**src/sv/pti_table.sv**
```systemverilog
// Breakpoint memory: one write port and one registered read port.
module pti_table #(
    parameter int P_TABLE_DEPTH = 16
) (
    input  logic                             i_clk,
    input  logic                             i_we,
    input  logic [$clog2(P_TABLE_DEPTH)-1:0] i_waddr,
    input  logic [31:0]                      i_wtime,
    input  logic [31:0]                      i_wvalue,
    input  logic [$clog2(P_TABLE_DEPTH)-1:0] i_raddr,
    output logic [31:0]                      o_rd_time,
    output logic [31:0]                      o_rd_value
);

    logic [31:0] r_times  [P_TABLE_DEPTH];
    logic [31:0] r_values [P_TABLE_DEPTH];

    always_ff @(posedge i_clk) begin
        if (i_we) begin
            r_times[i_waddr]  <= i_wtime;
            r_values[i_waddr] <= i_wvalue;
        end
        o_rd_time  <= r_times[i_raddr];
        o_rd_value <= r_values[i_raddr];
    end

endmodule

```
**config.mk**
```make
export PLATFORM = sky130hd
export DESIGN_NAME = pti_table
export DESIGN_NICKNAME = d
export VERILOG_FILES = /design/src/sv/pti_table.sv
export SDC_FILE = /design/constraint.sdc
export NUM_CORES = 1
export LEC_CHECK = 0
export BUFFER_PORTS_ARGS = -buffer_cell sky130_fd_sc_hd__clkbuf_2
export CAP_MARGIN = 15
export CORE_AREA = 2 2 272 274
export DETAILED_ROUTE_END_ITERATION = 6
export DIE_AREA = 0 0 274 276
export HOLD_SLACK_MARGIN = 0.02
export PLACE_DENSITY = 0.74
export SYNTH_ARGS = -nofsm -noshare
export SYNTH_HDL_FRONTEND = slang
export SYNTH_SLANG_ARGS = --single-unit
```
**constraint.sdc**
```tcl
create_clock -name i_clk -period 20.4 [get_ports i_clk]
set_input_delay 4.08 -clock i_clk [delete_from_list [all_inputs] [get_ports i_clk]]
set_output_delay 4.08 -clock i_clk [all_outputs]
set_load 0.005 [all_outputs]
```
==> impl_summary.log <==
[metrics] power density over cell area: 105 nW/um^2
[metrics] count of endpoints failing setup in the final report: 0
[metrics] area share of the largest cell type after synthesis: 0.777
[metrics] Critical Path AT: 6350 ps
[metrics] setup bufs post-CTS: 0
[metrics] sequential element share of the synthesized area: 0.809
[metrics] worst-case clock buffer depth: 3
[metrics] antenna violations before repair: 3
[metrics] LEAKAGE: 14.5 nW
[metrics] number of synthesized register bits: 1088
[metrics] net count reported at finish: 1913
[metrics] total core area: 72600 um^2
[metrics] Synth warnings: 0
[metrics] Post-Synthesis Cell Area: 39600 um^2
[metrics] leftover overflow at the end of global routing: 0
[metrics] critical path type: in -> reg
[metrics] Fin Clk Skew: 11.9 ps
[metrics] Top FF cell, synth: edfxtp_1
[metrics] global-route usage over all layers: 0.223
[metrics] CP endpoint kind: flop
[metrics] average cell area after synthesis: 24.0 um^2
[metrics] Num CTS Buffers: 103
[metrics] final WL: 83400 um
[metrics] Commonest cells post-synth: edfxtp_1, mux4_2, a22oi_1, nand2_1, dfxtp_1
[metrics] measured slew at the worst slew-check pin: 1120 ps
[metrics] total count of hold-check failures in the final report: 0
[metrics] layout cells sized above 1: 0.315
[metrics] cell type with the highest aggregate area in the netlist: edfxtp_1
[metrics] I/O Buffers: 137
[metrics] count of pins on the block boundary: 138
[metrics] area used by multi-input combinational logic: 7230 um^2
[metrics] Clk Tree Root Cell: clkbuf_16
[metrics] detailed-routing iteration count for the pre-antenna-repair pass: 5
[metrics] power consumption: 4.71 mW
[metrics] status: finished clean
[metrics] dominant combinational cell family by area after synthesis: multiplexers
[metrics] shortest clock period the worst path allows after layout: 6090 ps
[metrics] gpl congestion: 0.731
[metrics] share of flip-flops with an asynchronous set or reset: 0
[metrics] post-CTS clock slew at the launch and capture registers of the worst setup and hold paths: 60 ps
[metrics] number of H-tree levels: 3
[metrics] chip width: 274 um
[metrics] number of nets in the synthesized netlist: 1721
[metrics] count of filler cells inserted in the layout: 4804
[metrics] number of hold-repair buffers added at the cts stage: 0
[metrics] number of sinks on the clock net: 1088
[metrics] crit share post-route: 0.299
[metrics] register area: 32000 um^2
[metrics] leading post-synthesis cells by cell area: edfxtp_1, mux4_2, dfxtp_1
[metrics] Syn Inst Count: 1647
[metrics] area delta synth->final: 13.7%
[metrics] EDFF count, synth: 1024
[metrics] unrepaired setup endpoints after global routing: no
[metrics] Fin Setup TNS: 0 ps
[metrics] WL/cell: 28.9 um
[metrics] via count of the routed design: 18100
[metrics] TritonCTS clock tree: built
[metrics] WP data required: 20660 ps
[metrics] achievable clock frequency: 164 MHz
[metrics] Synth Area in Simple Gates: 0.00942
[metrics] site row count: 99
[metrics] mux cell area share after synthesis: 0.146
[metrics] max-slew violation count: 0
[metrics] DIE AREA: 75600 um^2
[metrics] maximum fanout encountered on the critical timing path: 38
[metrics] starting density of the core: 0.545
[metrics] first-pass GRT wire length: 123000 um
[metrics] clock latency on the worst-skew pair: 650 ps
[metrics] post-synthesis compound-gate area fraction: 0.0243
[metrics] kind of launch point of the worst setup path: input port
[metrics] Hold/Removal Path Class: reg -> reg
[metrics] Worst IR Drop VDD: 67.5 uV
[metrics] number of global-route vias before repair: 18900
[metrics] number of nets with antenna violations after routing: 0
[metrics] number of resized instances in the post-cts repair step: 0
[metrics] largest net degree at the start of global routing: 161
[metrics] arithmetic-cell share of the synthesized area counting full adders, half adders and majority gates: 0
[metrics] most common cell in the synthesized netlist: edfxtp_1
[metrics] starting DRC count in detailed routing: 2256
[metrics] number of vias per cell: 6.26
[metrics] distinct cell type count of the synthesized netlist: 18
[metrics] max-capacitance violation count: 0
[metrics] Residual DRC: 0
[metrics] relative max-transition margin: 0.255
[metrics] xor/xnor share of the synthesized area: 0
[metrics] placed wire-length estimate: 39700 um
[metrics] y dimension of the die: 276 um
[final timing paths]
check             slack [ps]                 startpoint  cells past startpoint                         end
setup / recovery       14310                 i_waddr[0]                      4  r_values[14][16]$_DFFE_PP_
hold reg to reg          660   r_times[14][8]$_DFFE_PP_                      3        o_rd_time[8]$_DFF_P_
setup reg to reg       18920  r_values[7][26]$_DFFE_PP_                      3      o_rd_value[26]$_DFF_P_
hold / removal           660   r_times[14][8]$_DFFE_PP_                      3        o_rd_time[8]$_DFF_P_
[cell type report]
class,instances,share of cell area
clock inverters,61,0.0166
diodes,1,0.0000556
multi-input cells,475,0.161
flip-flops and latches,1088,0.712
well taps,959,0.0267
clock buffers,130,0.0625
repair buffers,171,0.0219
[layout by cell type (no fill, tap or decap), types with 2 or more instances in the layout]
cell type	instances
a22oi_1	128
buf_12	2
buf_4	32
buf_8	2
bufinv_16	17
clkbuf_1	17
clkbuf_16	106
clkbuf_2	135
clkbuf_8	7
clkinv_1	16
clkinv_2	22
clkinv_8	2
clkinvlp_4	2
dfxtp_1	64
edfxtp_1	1024
inv_6	2
mux4_2	256
nand2_1	65
nand2b_1	2
nand3b_1	2
nor2_4	13
nor2b_4	2
nor3_2	4
[logic make-up (layout without fill, tap and decap cells)]
group / Yosys count / after routing
buffers and inverters: 84 / 362
AO/OA/AOI/OAI: 128 / 128
multiplexers: 256 / 256
other: 0 / 1
flip-flops: 1088 / 1088
AND/OR/NAND/NOR: 91 / 91
[stage by stage]
stage | worst slack (ps) | instance area (um^2) | utilization | hold WS (ps) | cells
6_report | 14310 | 45000 | 0.620 | 662 | 2885
5_1_grt | 14140 | 45000 | 0.620 | 695 | 2885
4_1_cts | 14320 | 45000 | 0.620 | 667 | 2884
3_5_place_dp | 13650 | 41500 | 0.571 | 654 | 2693
3_3_place_gp | 13660 | 41500 | 0.571 | 651 | 2693
2_1_floorplan | 10890 | 39600 | - | 635 | 1647
[state kept, by name, indices dropped and copies added (netlist names)]
signal	count
o_rd_time	32
o_rd_value	32
r_times	512
r_values	512
[layer usage]
layer  wire, um  track usage  up-vias
li1           -            -     7423
met1      33800        0.325     9685
met2      41300        0.354      823
met3       6520       0.0415      129
met4       1740       0.0587        4
met5         26            0        -
[power by group]
group	switching, mW	internal, mW
Clock	0.794	1.19
Combinational	0.121	0.0853
Sequential	0.0192	2.50
[worst max-delay path: stages]
cell and delay [ps]:
clkbuf_2 150, nand2b_1 360, nor2_4 920, buf_4 800
Note: power is estimated with default switching activity, not from simulation.
