## src/sv/pti_pkg.sv

```systemverilog
// Shared types and constants of the periodic table interpolator.
package pti_pkg;

    localparam int TABLE_DEPTH = 16;

    // Configuration port: byte address width and register index.
    localparam int         ADDR_W         = 3;
    localparam logic [0:0] REG_IDX_POINTS = 1'b0;
    localparam logic [4:0] POINTS_RESET   = 5'd2;

    localparam logic KIND_WRITE = 1'b0;
    localparam logic KIND_QUERY = 1'b1;

    localparam logic [1:0] ST_OK           = 2'd0;
    localparam logic [1:0] ST_ZERO_PERIOD  = 2'd1;
    localparam logic [1:0] ST_ZERO_SEGMENT = 2'd2;

    localparam logic [6:0] DIV_SHORT_STEPS = 7'd32;
    localparam logic [6:0] DIV_LONG_STEPS  = 7'd64;

    // The interpolation step is clamped to 2^34 before it is added.
    localparam logic [34:0]        Q_LIMIT = 35'h4_0000_0000;
    localparam logic signed [35:0] SAT_MAX = 36'sh0_7FFF_FFFF;
    localparam logic signed [35:0] SAT_MIN = -36'sh0_8000_0000;

    typedef struct packed {
        logic               kind;
        logic [3:0]         entry_index;
        logic [31:0]        entry_time;
        logic signed [31:0] entry_value;
        logic [31:0]        elapsed_time;
    } t_pti_in;

    typedef struct packed {
        logic signed [31:0] heat_load;
        logic [1:0]         status;
        logic [3:0]         segment;
    } t_pti_out;

    typedef struct packed {
        logic        start;
        logic        long_op;
        logic [63:0] dividend;
        logic [31:0] divisor;
    } t_div_req;

    typedef struct packed {
        logic        done;
        logic [63:0] quotient;
        logic [31:0] remainder;
    } t_div_rsp;

endpackage

```

## src/sv/pti_div.sv

```systemverilog
// Restoring divider, one quotient bit per cycle, shared by modulo and interpolation.
module pti_div (
    input  logic               i_clk,
    input  logic               i_rst_n,
    input  pti_pkg::t_div_req  i_req,
    output pti_pkg::t_div_rsp  o_rsp
);
    import pti_pkg::*;

    logic [31:0] r_rem;
    logic [63:0] r_quo;
    logic [31:0] r_den;
    logic [6:0]  r_cnt;
    logic        r_busy;
    logic        r_done;

    logic [32:0] trial;
    logic        fits;

    // Shift the next dividend bit into the partial remainder and try the subtract.
    assign trial = {r_rem, r_quo[63]};
    assign fits  = trial >= {1'b0, r_den};

    always_ff @(posedge i_clk) begin
        if (!i_rst_n) begin
            r_busy <= 1'b0;
            r_done <= 1'b0;
            r_cnt  <= '0;
        end else begin
            r_done <= 1'b0;
            if (i_req.start) begin
                r_busy <= 1'b1;
                r_cnt  <= i_req.long_op ? DIV_LONG_STEPS : DIV_SHORT_STEPS;
                r_rem  <= '0;
                r_quo  <= i_req.dividend;
                r_den  <= i_req.divisor;
            end else if (r_busy) begin
                r_rem <= fits ? 32'(trial - {1'b0, r_den}) : trial[31:0];
                r_quo <= {r_quo[62:0], fits};
                r_cnt <= r_cnt - 7'd1;
                if (r_cnt == 7'd1) begin
                    r_busy <= 1'b0;
                    r_done <= 1'b1;
                end
            end
        end
    end

    assign o_rsp.done      = r_done;
    assign o_rsp.quotient  = r_quo;
    assign o_rsp.remainder = r_rem;

    a_rem_below_den: assert property (@(posedge i_clk) disable iff (!i_rst_n)
        r_busy |-> (r_rem < r_den))
        else $error("divider remainder reached the divisor");

    a_start_busy: assert property (@(posedge i_clk) disable iff (!i_rst_n)
        i_req.start |=> r_busy)
        else $error("divider did not start");

    a_done_idle: assert property (@(posedge i_clk) disable iff (!i_rst_n)
        r_done |-> (!r_busy && r_cnt == 7'd0))
        else $error("divider done while still iterating");

endmodule

```

## config.mk

```make
export PLATFORM = sky130hd
export DESIGN_NAME = pti_div
export DESIGN_NICKNAME = d
export VERILOG_FILES = /design/src/sv/pti_pkg.sv /design/src/sv/pti_div.sv
export SDC_FILE = /design/constraint.sdc
export NUM_CORES = 1
export LEC_CHECK = 0
export BUFFER_PORTS_ARGS = -buffer_cell sky130_fd_sc_hd__buf_2
export CAP_MARGIN = 30
export CELL_PAD_IN_SITES_DETAIL_PLACEMENT = 2
export CELL_PAD_IN_SITES_GLOBAL_PLACEMENT = 2
export CORE_MARGIN = 8
export CORE_UTILIZATION = 37
export CTS_CLUSTER_DIAMETER = 40
export CTS_CLUSTER_SIZE = 25
export DETAILED_ROUTE_END_ITERATION = 12
export PLACE_DENSITY_LB_ADDON = 0.1
export SYNTH_ARGS = -nofsm -noshare
export SYNTH_HDL_FRONTEND = slang
export SYNTH_SLANG_ARGS = --single-unit
export TNS_END_PERCENT = 1
```

## constraint.sdc

```tcl
create_clock -name i_clk -period 7.45 [get_ports i_clk]
set_input_delay 0.745 -clock i_clk [delete_from_list [all_inputs] [get_ports i_clk]]
set_output_delay 0.745 -clock i_clk [all_outputs]
set_load 0.03 [all_outputs]
```

==> impl_metrics.env, run 1 <==
export IMPL_run_status="finished clean"
export IMPL_placementRows=52
export IMPL_fin_nets=995
export IMPL_final_min_clock_period_ns=3.48
export IMPL_cp_max_fo=17
export IMPL_grt_overflow_total=0
export IMPL_relSlewSlack_pct=45.9
export IMPL_p_sw_uw=793
export IMPL_drive_gt1_share_pct=35.9
export IMPL_max_cap_viol_count=0
export IMPL_synth_common_cells="128 x edfxtp_1, 64 x mux2_2, 59 x a21oi_1"
export IMPL_whs_ns=0.481
export IMPL_place_gp_congestion=0.877
export IMPL_vias_per_cell=5.50
export IMPL_async_reset_ff_share_pct=0
export IMPL_cts_tree="yes"
export IMPL_power_density_nw_per_um2=253
export IMPL_synth_distinct_cells=62
export IMPL_ys_ff_latch=137
export IMPL_cts_resized=0
export IMPL_route_antenna_remaining_nets=0
export IMPL_cp_arrival_ns=3.75
export IMPL_detail_route_wl_per_cell_microns=23.2
export IMPL_synth_avg_cell_area_sq_um=11.4
export IMPL_via_count=6304
export IMPL_grt_pass1_vias=7335
export IMPL_synth_flop_cell="edfxtp_1"
export IMPL_hold_class="input port to flip-flop"
export IMPL_ys_warn_count=0
export IMPL_drt_initial_drc_count=321
export IMPL_setup_slack_ns=3.97
export IMPL_syn2layout_area_growth_pct=23.9
export IMPL_dieHeight_microns=160
export IMPL_yosys_top_cells_area="edfxtp_1 50%, mux2_2 9.4%, ha_1 5.5%"
export IMPL_postRouteWirelength_mm=26.6
export IMPL_die_area_sq_um=25600
export IMPL_cp_required_ns=7.73
export IMPL_drt_pass1_iter_count=4
export IMPL_p_total_mw=2.41
export IMPL_slew_violations=0
export IMPL_synth_top_area_share_pct=50.1
export IMPL_syn_instance_count=671
export IMPL_fp_coreArea_sq_um=20300
export IMPL_fin_crit_sh_pct=46.7
export IMPL_cts_buffer_depth=2
export IMPL_die_x_microns=160
export IMPL_start_kind="flip-flop"
export IMPL_fin_setup_tns_ns=0
export IMPL_cts_made_buffers=17
export IMPL_grt_max_degree=74
export IMPL_share_seq_of_total_power_pct=39.7
export IMPL_drc=0
export IMPL_dp_hpwl_mm=19.4
export IMPL_p_int_mw=1.61
export IMPL_grt_pass1_wl_mm=42.0
export IMPL_worst_slew_pin_slew_ns=0.812
export IMPL_clk_pin_slew_ns=0.07
export IMPL_p_comb_share_pct=26.4
export IMPL_criticalPathCategory="flip-flop to flip-flop"
export IMPL_synth_edf_count=128
export IMPL_syn_nets=806
export IMPL_rsz0062_at_grt="no"
export IMPL_post_place_ws_ns=4.02
export IMPL_start_util_pct=37.8
export IMPL_instances_no_fill=1146
export IMPL_yosysSeqAreaShare_pct=52.5
export IMPL_pwr_share_clk_pct=33.8
export IMPL_clock_sinks=137
export IMPL_power_leakage_nw=3.94
export IMPL_hold_violations=0
export IMPL_antenna_found_initial=7
export IMPL_cp_end_kind="flip-flop"
export IMPL_finClkSkew_ns=0.0113
export IMPL_fmax_mhz=288
export IMPL_post_cts_setup_buffers=0
export IMPL_track_usage_pct=20.9
export IMPL_netSwitchingFraction_pct=33.0
export IMPL_place_inst=1110
export IMPL_clk_latency_ns=0.44
export IMPL_synth_most_common_cell="edfxtp_1"
export IMPL_syn_area_sq_um=7670
export IMPL_root_buffer="clkbuf_16"
export IMPL_final_setup_viol_count=0
export IMPL_postCtsHoldBufs=0
export IMPL_io_buffers=196
export IMPL_io_pins=197
export IMPL_synth_top_area_cell="edfxtp_1"
export IMPL_vdd_ir_drop_max_v=0.000148
export IMPL_h_tree_depth=4
metrics by stage:
stage               area [sq um]  utilization, %
floorplan                   7670               -
global placement            8910            43.9
detailed placement          8910            43.9
CTS                         9460            46.6
global route                9490            46.8
finish                      9500            46.8
kinds of logic (layout without fill, tap and decap cells):
group	Yosys count	in the layout	share of synthesized area [%]
fa+ha+maj	35	35	5.81
simple gates	147	147	9.73
other cells	0	3	0
compound gates	183	183	15.9
mux	64	64	9.40
xor+xnor	21	21	2.40
buf+inv	84	286	4.28
flops	137	137	52.5
layer usage:
metal | vias up | GRT usage [%] | part of all wire (%)
met4 | 10 | 5.86 | 1.9
met3 | 48 | 9.64 | 8.9
met2 | 203 | 36.5 | 50
met1 | 3130 | 22.4 | 39
li1 | 2913 | - | -
met5 | - | 0 | 0.20
path summary, 6_finish.rpt:
| kind | startpoint | cells past startpoint | to | slack, ns |
|---|---|---|---|---|
| max reg2reg | r_rem[23] | 9 | r_rem[12] | 3.97 |
| max | r_rem[23] | 9 | r_rem[12] | 3.97 |
| min | i_req[8] | 1 | r_den[8] | 0.48 |
| min reg2reg | r_cnt[1] | 2 | r_cnt[1] | 0.54 |
state kept, by name, indices dropped and copies added, names as in the netlist:
name,cells
r_busy,1
r_cnt,7
r_den,32
r_done,1
r_quo,64
r_rem,32
power groups by stage:
stage,clock [mW],combinational (mW),sequential [mW]
2_1_floorplan,0,0.354,1.05
3_3_place_gp,0,0.612,0.969
3_5_place_dp,0,0.632,0.973
4_1_cts,0.836,0.640,0.958
5_1_grt,0.868,0.693,0.963
6_report,0.813,0.636,0.956
placed cells by master, fill, tap and decap left out, types with 4 or more instances in the layout:
cell type | netlist | routed
dfxtp_1 | 9 | 9
nand3_1 | 32 | 32
a21oi_1 | 59 | 59
nand2_1 | 27 | 27
o21ai_1 | 4 | 4
ha_1 | 34 | 34
and3_1 | 9 | 9
o221ai_1 | 4 | 4
nor2_1 | 28 | 28
nand2b_1 | 4 | 4
xor2_1 | 5 | 5
a211oi_1 | 6 | 5
and2_1 | 5 | 5
nand4_1 | 11 | 11
inv_6 | 0 | 4
o22ai_1 | 8 | 8
mux2_2 | 64 | 64
inv_1 | 50 | 50
xnor2_1 | 16 | 16
clkbuf_16 | 0 | 17
o21a_1 | 5 | 4
a31oi_1 | 4 | 4
a211oi_2 | 3 | 4
o21ai_0 | 32 | 32
nor3_1 | 9 | 9
o21bai_1 | 6 | 6
edfxtp_1 | 128 | 128
nor2b_1 | 6 | 6
a21o_1 | 15 | 15
o2111ai_1 | 4 | 4
buf_4 | 2 | 8
nor4_1 | 4 | 4
o211ai_1 | 6 | 6
buf_2 | 4 | 195
worst max-delay path, cell delays in order, from the launching register on:
cell and delay [ns]:
edfxtp_1 0.42, ha_1 0.42, nand2_1 0.09, o21ai_0 0.56, a211oi_1 0.23, o21ai_0 0.34, a41o_1 0.56, buf_4 0.37
o211ai_1 0.11, o211ai_1 0.20
area by class of cell:
cell class | count | area [sq um]
clock inverter | 13 | 119
multi-input combinational | 450 | 3330
clock buffer | 19 | 433
fill | 2156 | 10800
inverter | 50 | 188
tap | 270 | 338
sequential | 137 | 4020
antenna | 3 | 7.51
timing repair buffer | 204 | 1060
Note: power is estimated with default switching activity, not from simulation.
==> run 2: changes to the inputs <==
- CORE_UTILIZATION: 37 -> 34
- clock period: 7.45 -> 3.2 ns (I/O delays scaled with it)
==> impl_metrics.env, run 2 (synthesis gave the netlist of run 1 again) <==
export IMPL_grt_pass1_vias=7475
export IMPL_die_area_sq_um=27600
export IMPL_place_gp_congestion=0.795
export IMPL_stdcell_area_sq_um=9700
export IMPL_cp_max_fo=5
export IMPL_drive_gt1_share_pct=38.4
export IMPL_slew_violations=0
export IMPL_path_cells="ha_1, a21o_1, a21oi_1, a21oi_1, or4b_1, and3_1, or4_1, o211ai_1, a21oi_1"
export IMPL_start_util_pct=34.3
export IMPL_h_tree_depth=4
export IMPL_run_status="finished clean"
export IMPL_path_buf_inv=0
export IMPL_postCtsHoldBufs=0
export IMPL_setup_slack_ns=0.107
export IMPL_cts_tree="yes"
export IMPL_critical_path_max_stage_delay_ns=0.51
export IMPL_drc=0
export IMPL_placementRows=55
export IMPL_n_fill_cell=2380
export IMPL_final_setup_viol_count=0
export IMPL_io_buffers=196
export IMPL_cp_arrival_ns=3.25
export IMPL_cts_buffer_depth=2
export IMPL_via_count=6398
export IMPL_placed_area_sq_um=9120
export IMPL_vdd_ir_drop_max_v=0.000278
export IMPL_worst_slew_pin_slew_ns=0.746
export IMPL_die_x_microns=166
export IMPL_reg_top3="r_quo x64, r_den x32, r_rem x32"
export IMPL_antenna_found_initial=7
export IMPL_min_from="i_req[12]"
export IMPL_root_buffer="clkbuf_16"
export IMPL_fp_coreArea_sq_um=22400
export IMPL_largest_reg_flops=64
export IMPL_utilization_pct=43.4
export IMPL_cp_required_ns=3.35
export IMPL_crit_slowest_cell="or4b_1"
export IMPL_start_kind="flip-flop"
export IMPL_post_cts_setup_buffers=0
export IMPL_hold_violations=0
export IMPL_cts_made_buffers=17
export IMPL_power_leakage_nw=4.05
export IMPL_layout_commonest_cell="buf_2"
export IMPL_grt_overflow_total=0
export IMPL_diodes=0
export IMPL_critPathTopFamily="simple AND/OR/NAND/NOR gates"
export IMPL_syn2layout_area_growth_pct=26.5
export IMPL_cpMostUsedCell="a21oi_1"
export IMPL_grt_max_degree=44
export IMPL_io_pins=197
export IMPL_regMostFlops="r_quo"
export IMPL_max_cap_viol_count=0
export IMPL_criticalPathCategory="flip-flop to flip-flop"
export IMPL_grt_pass1_wl_mm=43.6
export IMPL_drt_pass1_iter_count=4
export IMPL_detail_route_wl_per_cell_microns=23.6
export IMPL_clk_pin_slew_ns=0.07
export IMPL_cp_end_kind="flip-flop"
export IMPL_track_usage_pct=20.1
export IMPL_hold_class="input port to flip-flop"
export IMPL_whs_ns=0.0634
export IMPL_fin_crit_sh_pct=96.6
export IMPL_clock_sinks=137
export IMPL_startpoint="r_rem[2]"
export IMPL_postRouteWirelength_mm=27.8
export IMPL_power_density_nw_per_um2=587
export IMPL_post_place_ws_ns=-0.0519
export IMPL_final_min_clock_period_ns=3.09
export IMPL_dieHeight_microns=166
export IMPL_fin_nets=1017
export IMPL_route_antenna_remaining_nets=0
export IMPL_fmax_mhz=323
export IMPL_relSlewSlack_pct=50.3
export IMPL_clk_latency_ns=0.44
export IMPL_finClkSkew_ns=0.0148
export IMPL_r2r_start="r_rem[2]"
export IMPL_drt_initial_drc_count=233
export IMPL_vias_per_cell=5.42
export IMPL_dp_hpwl_mm=21.0
export IMPL_layout_common_cells="195 x buf_2, 128 x edfxtp_1, 64 x mux2_2, 58 x a21oi_1, 50 x inv_1"
run 2: changes by cell type in the layout (fill, tap and decap cells not counted), sizes merged:
cell	before	now
clkinv	5	2
buf	204	226
inv	54	59
bufinv	1	0
clkbuf	19	18
diode	3	0
run 2: worst reg2reg max path: stages, from the launching register on:
cell and delay, ns:
edfxtp_1 0.42, ha_1 0.39, a21o_1 0.21, a21oi_1 0.30
a21oi_1 0.14, or4b_1 0.51, and3_1 0.19, or4_1 0.46
o211ai_1 0.10, a21oi_1 0.10
run 2: metal layers:
layer,vias up,track usage [%],part of all wire (%)
li1,2960,-,-
met4,14,4.78,1.3
met1,3205,22.0,40
met3,39,8.53,7.9
met2,180,35.5,50
met5,-,0,0.34
run 2: where the power goes:
group / switching [mW] / internal, mW
Sequential: 0.0926 / 2.14
Combinational: 0.954 / 0.580
Clock: 0.901 / 1.03
Total: 1.95 / 3.75
run 2: worst paths after layout:
kind / end / slack (ns) / depth (start not counted)
worst min register to register: r_cnt[3] / 0.54 / 2
worst max register to register: r_rem[19] / 0.11 / 9
worst max-delay path: r_rem[19] / 0.11 / 9
worst min-delay path: r_den[12] / 0.06 / 1
run 2: timing repair:
item,in CTS,in global routing
cloned,0,0
gates resized for setup,1,8
endpoints found under the hold margin,0,0
pin swaps,0,1
endpoints found under the setup margin,6,25
run 2: stage by stage:
| step | TNS [ns] | instances | total power, mW |
|---|---|---|---|
| 3_3_place_gp | 0 | 1148 | 3.73 |
| 3_5_place_dp | -0.0862 | 1148 | 3.80 |
| 6_report | 0 | 1180 | 5.70 |
| 4_1_cts | 0 | 1180 | 5.76 |
| 5_1_grt | -0.0180 | 1180 | 5.95 |
| 2_1_floorplan | 0 | 671 | 3.26 |
run 2: final cells by class:
| type | count | area (sq um) | area share (%) |
|---|---|---|---|
| Timing Repair Buffer | 226 | 1220 | 12.6 |
| Inverter | 50 | 188 | 1.94 |
| Multi-Input combinational cell | 450 | 3350 | 34.6 |
| Sequential cell | 137 | 4020 | 41.5 |
| Clock inverter | 14 | 129 | 1.33 |
| Clock buffer | 18 | 429 | 4.43 |
| Tap cell | 285 | 357 | 3.68 |
